**config.mk**
```make
export PLATFORM = sky130hd
export DESIGN_NAME = eligible_round_robin_picker_core_flat
export DESIGN_NICKNAME = d
export VERILOG_FILES = /design/src/rtl/core/errp_pkg.sv /design/src/rtl/core/errp_if.sv /design/src/rtl/core/eligible_round_robin_picker_core.sv /design/src/flat_wrapper.sv
export SDC_FILE = /design/constraint.sdc
export NUM_CORES = 1
export LEC_CHECK = 0
export BUFFER_PORTS_ARGS = -buffer_cell sky130_fd_sc_hd__buf_4
export CORE_MARGIN = 2
export CORE_UTILIZATION = 55
export CTS_BUF_LIST = sky130_fd_sc_hd__clkbuf_4
export DETAILED_ROUTE_END_ITERATION = 8
export GPL_ROUTABILITY_DRIVEN = 0
export PLACE_DENSITY = 0.71
export SETUP_SLACK_MARGIN = 0.4
export SLEW_MARGIN = 0
export SYNTH_ARGS = -nofsm -noshare
export SYNTH_HDL_FRONTEND = slang
export SYNTH_SLANG_ARGS = --single-unit
```
**constraint.sdc**
```tcl
create_clock -name clk_i -period 8.5 [get_ports clk_i]
set_input_delay 0.425 -clock clk_i [delete_from_list [all_inputs] [get_ports clk_i]]
set_output_delay 0.425 -clock clk_i [all_outputs]
set_load 0.005 [all_outputs]
```
**src/rtl/core/errp_pkg.sv**
```systemverilog
package errp_pkg;

  // Fixed field widths of the request and response items
  localparam int unsigned SVC_W     = 4;
  localparam int unsigned COUNT_W   = 5;
  localparam int unsigned MASK_BITS = 16;
  localparam int unsigned IDX_W     = 4;

  // Parameter defaults
  localparam int unsigned MAX_INSTANCES_DEF = 16;
  localparam int unsigned NUM_SERVICES_DEF  = 16;
  localparam int unsigned TICKET_WIDTH_DEF  = 32;

endpackage

```
**src/rtl/core/errp_if.sv**
```systemverilog
interface errp_req_if
  import errp_pkg::*;
();
  logic                 valid;
  logic                 ready;
  logic [SVC_W-1:0]     service_id;
  logic [COUNT_W-1:0]   instance_count;
  logic [MASK_BITS-1:0] healthy_mask;
  logic [MASK_BITS-1:0] blocked_mask;
  logic [MASK_BITS-1:0] exclude_mask;

  modport source (output valid, service_id, instance_count, healthy_mask,
                  blocked_mask, exclude_mask, input ready);
  modport sink   (input valid, service_id, instance_count, healthy_mask,
                  blocked_mask, exclude_mask, output ready);
endinterface

interface errp_rsp_if
  import errp_pkg::*;
();
  logic             valid;
  logic             ready;
  logic             found;
  logic [IDX_W-1:0] chosen_index;

  modport source (output valid, found, chosen_index, input ready);
  modport sink   (input valid, found, chosen_index, output ready);
endinterface

```
**src/rtl/core/eligible_round_robin_picker_core.sv**
```systemverilog
// Sequence: a request is taken only while idle; the serial remainder unit then
//   handles one ticket bit per cycle, and a pick step registers the response.
// No new request is taken until the pick step has stored its response; a request
//   with nothing eligible or an out-of-range service skips the remainder loop.
// Reset: rst_ni asynchronous, active low; clears all ticket counters, the
//   sequencer and the response valid flag.
module eligible_round_robin_picker_core
  import errp_pkg::*;
#(
  parameter int unsigned MAX_INSTANCES = MAX_INSTANCES_DEF,
  parameter int unsigned NUM_SERVICES  = NUM_SERVICES_DEF,
  parameter int unsigned TICKET_WIDTH  = TICKET_WIDTH_DEF
) (
  input  logic        clk_i,
  input  logic        rst_ni,
  errp_req_if.sink    req_i,
  errp_rsp_if.source  rsp_o
);

  // Only 16 services are reachable through the 4-bit service id.
  localparam int unsigned SVC_SPAN  = 1 << SVC_W;
  localparam int unsigned CNT_DEPTH = (NUM_SERVICES < SVC_SPAN) ? NUM_SERVICES : SVC_SPAN;
  localparam int unsigned CNT_IW    = (CNT_DEPTH > 1) ? $clog2(CNT_DEPTH) : 1;
  // Instance count saturates at the smaller of MAX_INSTANCES and the mask width.
  localparam int unsigned INST_LIM  = (MAX_INSTANCES < MASK_BITS) ? MAX_INSTANCES : MASK_BITS;
  localparam int unsigned BIT_W     = (TICKET_WIDTH > 1) ? $clog2(TICKET_WIDTH) : 1;

  typedef enum logic [1:0] {
    ST_IDLE,
    ST_DIV,
    ST_PICK
  } state_e;

  function automatic logic [COUNT_W-1:0] popcount(input logic [MASK_BITS-1:0] v);
    logic [COUNT_W-1:0] acc;
    acc = '0;
    for (int k = 0; k < MASK_BITS; k++) begin
      acc = acc + COUNT_W'(v[k]);
    end
    return acc;
  endfunction

  state_e                  state_q;
  logic [MASK_BITS-1:0]    elig_q;
  logic [COUNT_W-1:0]      n_elig_q;
  logic [IDX_W-1:0]        rem_q;
  logic [TICKET_WIDTH-1:0] tkt_q;
  logic [BIT_W-1:0]        bit_cnt_q;
  logic                    hit_q;      // the service is in range and an eligible instance exists for this request
  logic                    out_valid_q;
  logic                    out_found_q;
  logic [IDX_W-1:0]        out_idx_q;

  // Per-service ticket counters, small enough to stay in flops with reset.
  logic [TICKET_WIDTH-1:0] tickets_q [CNT_DEPTH];

  // ---------------------------------------------------------------------
  // Request decode: eligibility mask and its population, done at transfer
  // ---------------------------------------------------------------------
  logic                 req_xfer;
  logic                 svc_in_range;
  logic [COUNT_W-1:0]   count_lim;
  logic [MASK_BITS-1:0] range_mask;
  logic [MASK_BITS-1:0] elig_in;
  logic [COUNT_W-1:0]   n_elig_in;
  logic                 hit_in;
  logic [CNT_IW-1:0]    svc_idx;

  assign req_i.ready  = (state_q == ST_IDLE);
  assign req_xfer     = req_i.valid && req_i.ready;
  assign svc_in_range = (32'(req_i.service_id) < NUM_SERVICES);
  assign svc_idx      = CNT_IW'(req_i.service_id);

  always_comb begin
    if (32'(req_i.instance_count) > INST_LIM) begin
      count_lim = COUNT_W'(INST_LIM);
    end else begin
      count_lim = req_i.instance_count;
    end
    for (int k = 0; k < MASK_BITS; k++) begin
      range_mask[k] = (COUNT_W'(k) < count_lim);
    end
  end

  assign elig_in   = req_i.healthy_mask & ~req_i.blocked_mask & ~req_i.exclude_mask
                     & range_mask;
  assign n_elig_in = popcount(elig_in);
  assign hit_in    = svc_in_range && (n_elig_in != '0);

  // ---------------------------------------------------------------------
  // Shared restoring remainder step: one ticket bit per cycle, MSB first
  // ---------------------------------------------------------------------
  logic [IDX_W:0]   shifted;
  logic [IDX_W:0]   diff;
  logic [IDX_W-1:0] rem_next;

  assign shifted  = {rem_q, tkt_q[TICKET_WIDTH-1]};
  assign diff     = shifted - n_elig_q;
  assign rem_next = (shifted >= n_elig_q) ? diff[IDX_W-1:0] : shifted[IDX_W-1:0];

  // ---------------------------------------------------------------------
  // Pick: the eligible instance whose count of eligible instances below it
  // equals the remainder
  // ---------------------------------------------------------------------
  logic [IDX_W-1:0] pick_idx;

  always_comb begin
    logic [COUNT_W-1:0] below;
    pick_idx = '0;
    for (int i = 0; i < MASK_BITS; i++) begin
      below = '0;
      for (int j = 0; j < i; j++) begin
        below = below + COUNT_W'(elig_q[j]);
      end
      if (elig_q[i] && (below == COUNT_W'(rem_q))) begin
        pick_idx = pick_idx | IDX_W'(i);
      end
    end
  end

  // ---------------------------------------------------------------------
  // Sequencer and response register
  // ---------------------------------------------------------------------
  logic out_free;
  assign out_free = !out_valid_q || rsp_o.ready;

  always_ff @(posedge clk_i or negedge rst_ni) begin
    if (!rst_ni) begin
      state_q     <= ST_IDLE;
      out_valid_q <= 1'b0;
    end else begin
      // A new response takes the slot; otherwise a transfer empties it.
      if ((state_q == ST_PICK) && out_free) begin
        out_valid_q <= 1'b1;
      end else if (rsp_o.ready) begin
        out_valid_q <= 1'b0;
      end
      unique case (state_q)
        ST_IDLE: begin
          if (req_xfer) begin
            elig_q    <= elig_in;
            n_elig_q  <= n_elig_in;
            hit_q     <= hit_in;
            tkt_q     <= tickets_q[svc_idx];
            rem_q     <= '0;
            bit_cnt_q <= BIT_W'(TICKET_WIDTH - 1);
            state_q   <= hit_in ? ST_DIV : ST_PICK;
          end
        end
        ST_DIV: begin
          rem_q     <= rem_next;
          tkt_q     <= tkt_q << 1;
          bit_cnt_q <= bit_cnt_q - 1'b1;
          if (bit_cnt_q == '0) begin
            state_q <= ST_PICK;
          end
        end
        ST_PICK: begin
          // Hold here while the previous response still waits.
          if (out_free) begin
            out_found_q <= hit_q;
            out_idx_q   <= hit_q ? pick_idx : '0;
            state_q     <= ST_IDLE;
          end
        end
        default: state_q <= ST_IDLE;
      endcase
    end
  end

  // Ticket read happens at transfer; for a hit the increment is stored the same edge.
  always_ff @(posedge clk_i or negedge rst_ni) begin
    if (!rst_ni) begin
      for (int s = 0; s < CNT_DEPTH; s++) begin
        tickets_q[s] <= '0;
      end
    end else if (req_xfer && hit_in) begin
      tickets_q[svc_idx] <= tickets_q[svc_idx] + 1'b1;
    end
  end

  assign rsp_o.valid        = out_valid_q;
  assign rsp_o.found        = out_found_q;
  assign rsp_o.chosen_index = out_idx_q;

endmodule

```
**src/flat_wrapper.sv**
```systemverilog
// flat-port wrapper written by rule: the top's interface ports become plain ports
module eligible_round_robin_picker_core_flat import errp_pkg::*;
#(
  parameter int unsigned MAX_INSTANCES = MAX_INSTANCES_DEF,
  parameter int unsigned NUM_SERVICES  = NUM_SERVICES_DEF,
  parameter int unsigned TICKET_WIDTH  = TICKET_WIDTH_DEF
)
  (clk_i, rst_ni, req_i_valid, req_i_service_id, req_i_instance_count, req_i_healthy_mask, req_i_blocked_mask, req_i_exclude_mask, req_i_ready, rsp_o_valid, rsp_o_found, rsp_o_chosen_index, rsp_o_ready);
  errp_req_if req_i_i ();
  errp_rsp_if rsp_o_i ();
  input  logic clk_i;
  input  logic rst_ni;
  input wire logic [$bits(req_i_i.valid)-1:0] req_i_valid;
  input wire logic [$bits(req_i_i.service_id)-1:0] req_i_service_id;
  input wire logic [$bits(req_i_i.instance_count)-1:0] req_i_instance_count;
  input wire logic [$bits(req_i_i.healthy_mask)-1:0] req_i_healthy_mask;
  input wire logic [$bits(req_i_i.blocked_mask)-1:0] req_i_blocked_mask;
  input wire logic [$bits(req_i_i.exclude_mask)-1:0] req_i_exclude_mask;
  output wire logic [$bits(req_i_i.ready)-1:0] req_i_ready;
  output wire logic [$bits(rsp_o_i.valid)-1:0] rsp_o_valid;
  output wire logic [$bits(rsp_o_i.found)-1:0] rsp_o_found;
  output wire logic [$bits(rsp_o_i.chosen_index)-1:0] rsp_o_chosen_index;
  input wire logic [$bits(rsp_o_i.ready)-1:0] rsp_o_ready;
  assign req_i_i.valid = req_i_valid;
  assign req_i_i.service_id = req_i_service_id;
  assign req_i_i.instance_count = req_i_instance_count;
  assign req_i_i.healthy_mask = req_i_healthy_mask;
  assign req_i_i.blocked_mask = req_i_blocked_mask;
  assign req_i_i.exclude_mask = req_i_exclude_mask;
  assign req_i_ready = req_i_i.ready;
  assign rsp_o_valid = rsp_o_i.valid;
  assign rsp_o_found = rsp_o_i.found;
  assign rsp_o_chosen_index = rsp_o_i.chosen_index;
  assign rsp_o_i.ready = rsp_o_ready;
  eligible_round_robin_picker_core #(.MAX_INSTANCES(MAX_INSTANCES), .NUM_SERVICES(NUM_SERVICES), .TICKET_WIDTH(TICKET_WIDTH)) u_core (.clk_i(clk_i), .rst_ni(rst_ni), .req_i(req_i_i), .rsp_o(rsp_o_i));
endmodule
```
==> flow_summary.yaml <==
synthesis:
  syn-mean-instance-area_um2: 11.12
  synth_edf_count: 68
  yosysSeqAreaShare: 0.5317
  ys.flop_type: "dfrtp_1"
  async_flop_share: 0.8834
  yosysWarnings: 0
  synth.distinct_cells: 70
  synthesis.instances: 2524
  ys_ff_latch: 583
  synth.cell_area_um2: 28080
  synth.net_count: 2637
worst_setup_path:
  rr_endpoint: "u_core.rsp_o.chosen_index[3]"
  worstRegToRegCells: 22
  critPathLaunch: "u_core.elig_q[0]"
  cp_data_arrival_time_ns: 8.28
  worst_setup_path_end_kind: "register"
  worstReg2RegStart: "u_core.elig_q[0]"
  r2r_setup_slack_ns: 0.91
  crit_fanout: 6
  start_kind: "register"
  crit_type: "reg2reg"
  critPathRequiredTime_ns: 9.18
global_route:
  grt_overflow: 0
  grt_pass1_wl_um: 109800
  grt_max_degree: 175
  grt_pass1_vias: 20520
  antenna_found_initial: 2
  grt_use_total: 0.2672
die:
  core_um2: 50270
  num_rows: 82
  die_h_um: 229.9
  ios: 68
  dieArea_um2: 52870
  start_util: 0.5585
  die_x_um: 229.9
detailed_routing:
  route.antenna.remaining_nets: 0
  dr.first_iter.drc_count: 1673
  route.vias.total: 19850
  firstDrtPassIters: 5
  vias_per_cell: 5.818
  routed_wl_um: 67830
  route.detailed.drc: 0
  avgRoutedWirePerCell_um: 19.89
clocking:
  cts.clk_slew.worst_paths_ns: 0.08
  cts_buffers: 150
  cts_sinks: 583
  cts_max_path_buffers: 3
  clock_latency_ns: 1.02
  htree_levels: 4
  cts_tree: "done"
  cts_root_buf: "clkbuf_4"
final_layout:
  final_nets: 2736
  area_growth_pct: 11.57
  stdcell_area_um2: 31330
  post-route-util: 0.6231
  layout_commonest_cell: "dfrtp_1"
  drive_gt1_frac: 0.2114
  final_cell_mix: "dfrtp_1, nor2_1, a21oi_1"
  nFillCells: 3967
sta:
  rsz0062_at_grt: "no"
  hold_viol: 0
  period_share: 0.8935
  fin_crit_ns: 7.595
  clock-skew-final_ns: 0.09607
  clock.fmax_ghz: 0.1317
  slew_headroom: 0.1224
  setup_viol: 0
  worst_pin_slew_ns: 1.307
  setup_tns_ns: 0
  maxSlewViolCount: 0
outcome:
  status: "finished clean"
job:
  maxCapViolations: 0
power_and_ir_drop:
  ir_worst_vdd_mv: 0.2056
  p_leak_nw: 13.81
  total_power_mw: 10.99
  power_density_nw_per_um2: 350.7
worst_hold_path:
  hold_path_class: "in2async"
place:
  numPortBuffers: 67
  placed_area_um2: 29020
  hpwl_um: 40630
[area by class of cell]
| cell class | count | area [um^2] | share of cell area |
|---|---|---|---|
| Antenna cell | 5 | 12.51 | 0.0003994 |
| Clock buffer | 229 | 1719 | 0.05488 |
| Clock inverter | 34 | 186.4 | 0.005951 |
| Inverter | 29 | 108.9 | 0.003475 |
| Multi-Input combinational cell | 1718 | 12260 | 0.3913 |
| Sequential cell | 583 | 14930 | 0.4766 |
| Tap cell | 672 | 840.8 | 0.02684 |
| Timing Repair Buffer | 141 | 1271 | 0.04058 |
[cells in the mapped netlist, types with 16 or more instances]
| cell type | n | area (um^2) |
|---|---|---|
| a21oi_1 | 387 | 1937 |
| buf_2 | 16 | 80.08 |
| buf_4 | 19 | 142.6 |
| clkbuf_1 | 141 | 529.3 |
| dfrtp_1 | 515 | 12890 |
| edfxtp_1 | 68 | 2042 |
| ha_1 | 39 | 488.0 |
| inv_1 | 28 | 105.1 |
| mux2_2 | 17 | 191.4 |
| mux4_2 | 160 | 3603 |
| nand2_1 | 261 | 979.7 |
| nand3_1 | 32 | 160.2 |
| nor2_1 | 424 | 1592 |
| o21ai_0 | 134 | 670.6 |
| xnor2_1 | 68 | 595.6 |
| xor2_1 | 31 | 271.5 |
[sequential cells by signal, indices dropped and copies added (netlist names)]
| register | count |
|---|---|
| u_core.tickets_q | 512 |
| u_core.tkt_q | 32 |
| u_core.elig_q | 16 |
| u_core.bit_cnt_q | 5 |
| u_core.n_elig_q | 5 |
| u_core.rem_q | 4 |
| u_core.rsp_o.chosen_index | 4 |
| u_core.state_q | 2 |
| u_core.hit_q | 1 |
| u_core.rsp_o.found | 1 |
| u_core.rsp_o.valid | 1 |
[layer usage]
metal,part of all wire,wire length (um),GRT usage
met1,0.42,28460,0.3626
met2,0.50,33650,0.4359
met3,0.064,4313,0.05754
met4,0.021,1400,0.08246
met5,0,0,0
[power by group]
part           internal, mW  leakage [nW]  switching (mW)
combinational          1.87          5.18            2.16
sequential             3.96          7.48           0.607
clock                  1.26          1.15            1.14
total                  7.08          13.8            3.91
[per-stage QoR]
step                      setup WS, ns  instances  hold slack, ns
final                           0.9053       3411          0.1259
after global routing            0.5144       3408          0.1107
after CTS                       0.7324       3406         0.05132
after detailed placement        0.7672       3105          0.4686
after global placement          0.9757       3105          0.4565
after floorplan                  1.277       2524          0.1294
[cell families (layout without fill, tap and decap cells)]
kind of cell	Yosys count	after routing	synth area share
mux	181	181	0.1368
fa+ha+maj	52	52	0.02665
flops	583	583	0.5317
xor+xnor	124	124	0.04728
buf+inv	223	433	0.03556
compound gates	553	553	0.1020
other cells	0	5	0
simple gates	808	808	0.1200
[worst max-delay path: stages, from the launching register on]
cell and delay (ns):
edfxtp_1 0.46, fa_1 0.60, ha_1 0.21, fa_1 0.49
ha_1 0.38, ha_1 0.36, ha_1 0.39, ha_1 0.37
ha_1 0.35, ha_1 0.38, ha_1 0.38, ha_1 0.39
ha_1 0.26, xor2_1 0.16, xnor2_1 0.17, xnor2_2 0.36
nand3_1 0.16, xor2_1 0.25, xnor2_1 0.20, xnor2_1 0.19
nor3b_1 0.09, mux2_4 0.30, o41a_1 0.41
[repair_timing]
action | 4_1_cts | 5_1_grt
buffers inserted | 0 | 0
gates resized for setup | 0 | 1
hold endpoints to repair | 117 | 0
hold buffers | 38 | 0
endpoints found under the setup margin | 0 | 4
[worst max-delay path by stage]
| stage | endpoint | slack (ns) | depth (start not counted) |
|---|---|---|---|
| finish | u_core.rsp_o.chosen_index[3] | 0.91 | 22 |
| floorplan | u_core.rsp_o.chosen_index[0] | 1.28 | 22 |
| global placement | u_core.rsp_o.chosen_index[3] | 0.98 | 22 |
| CTS | u_core.rsp_o.chosen_index[3] | 0.73 | 22 |
| detailed placement | u_core.rsp_o.chosen_index[1] | 0.77 | 22 |
| global route | u_core.rsp_o.chosen_index[3] | 0.51 | 22 |
Note: power is estimated with default switching activity, not from simulation.
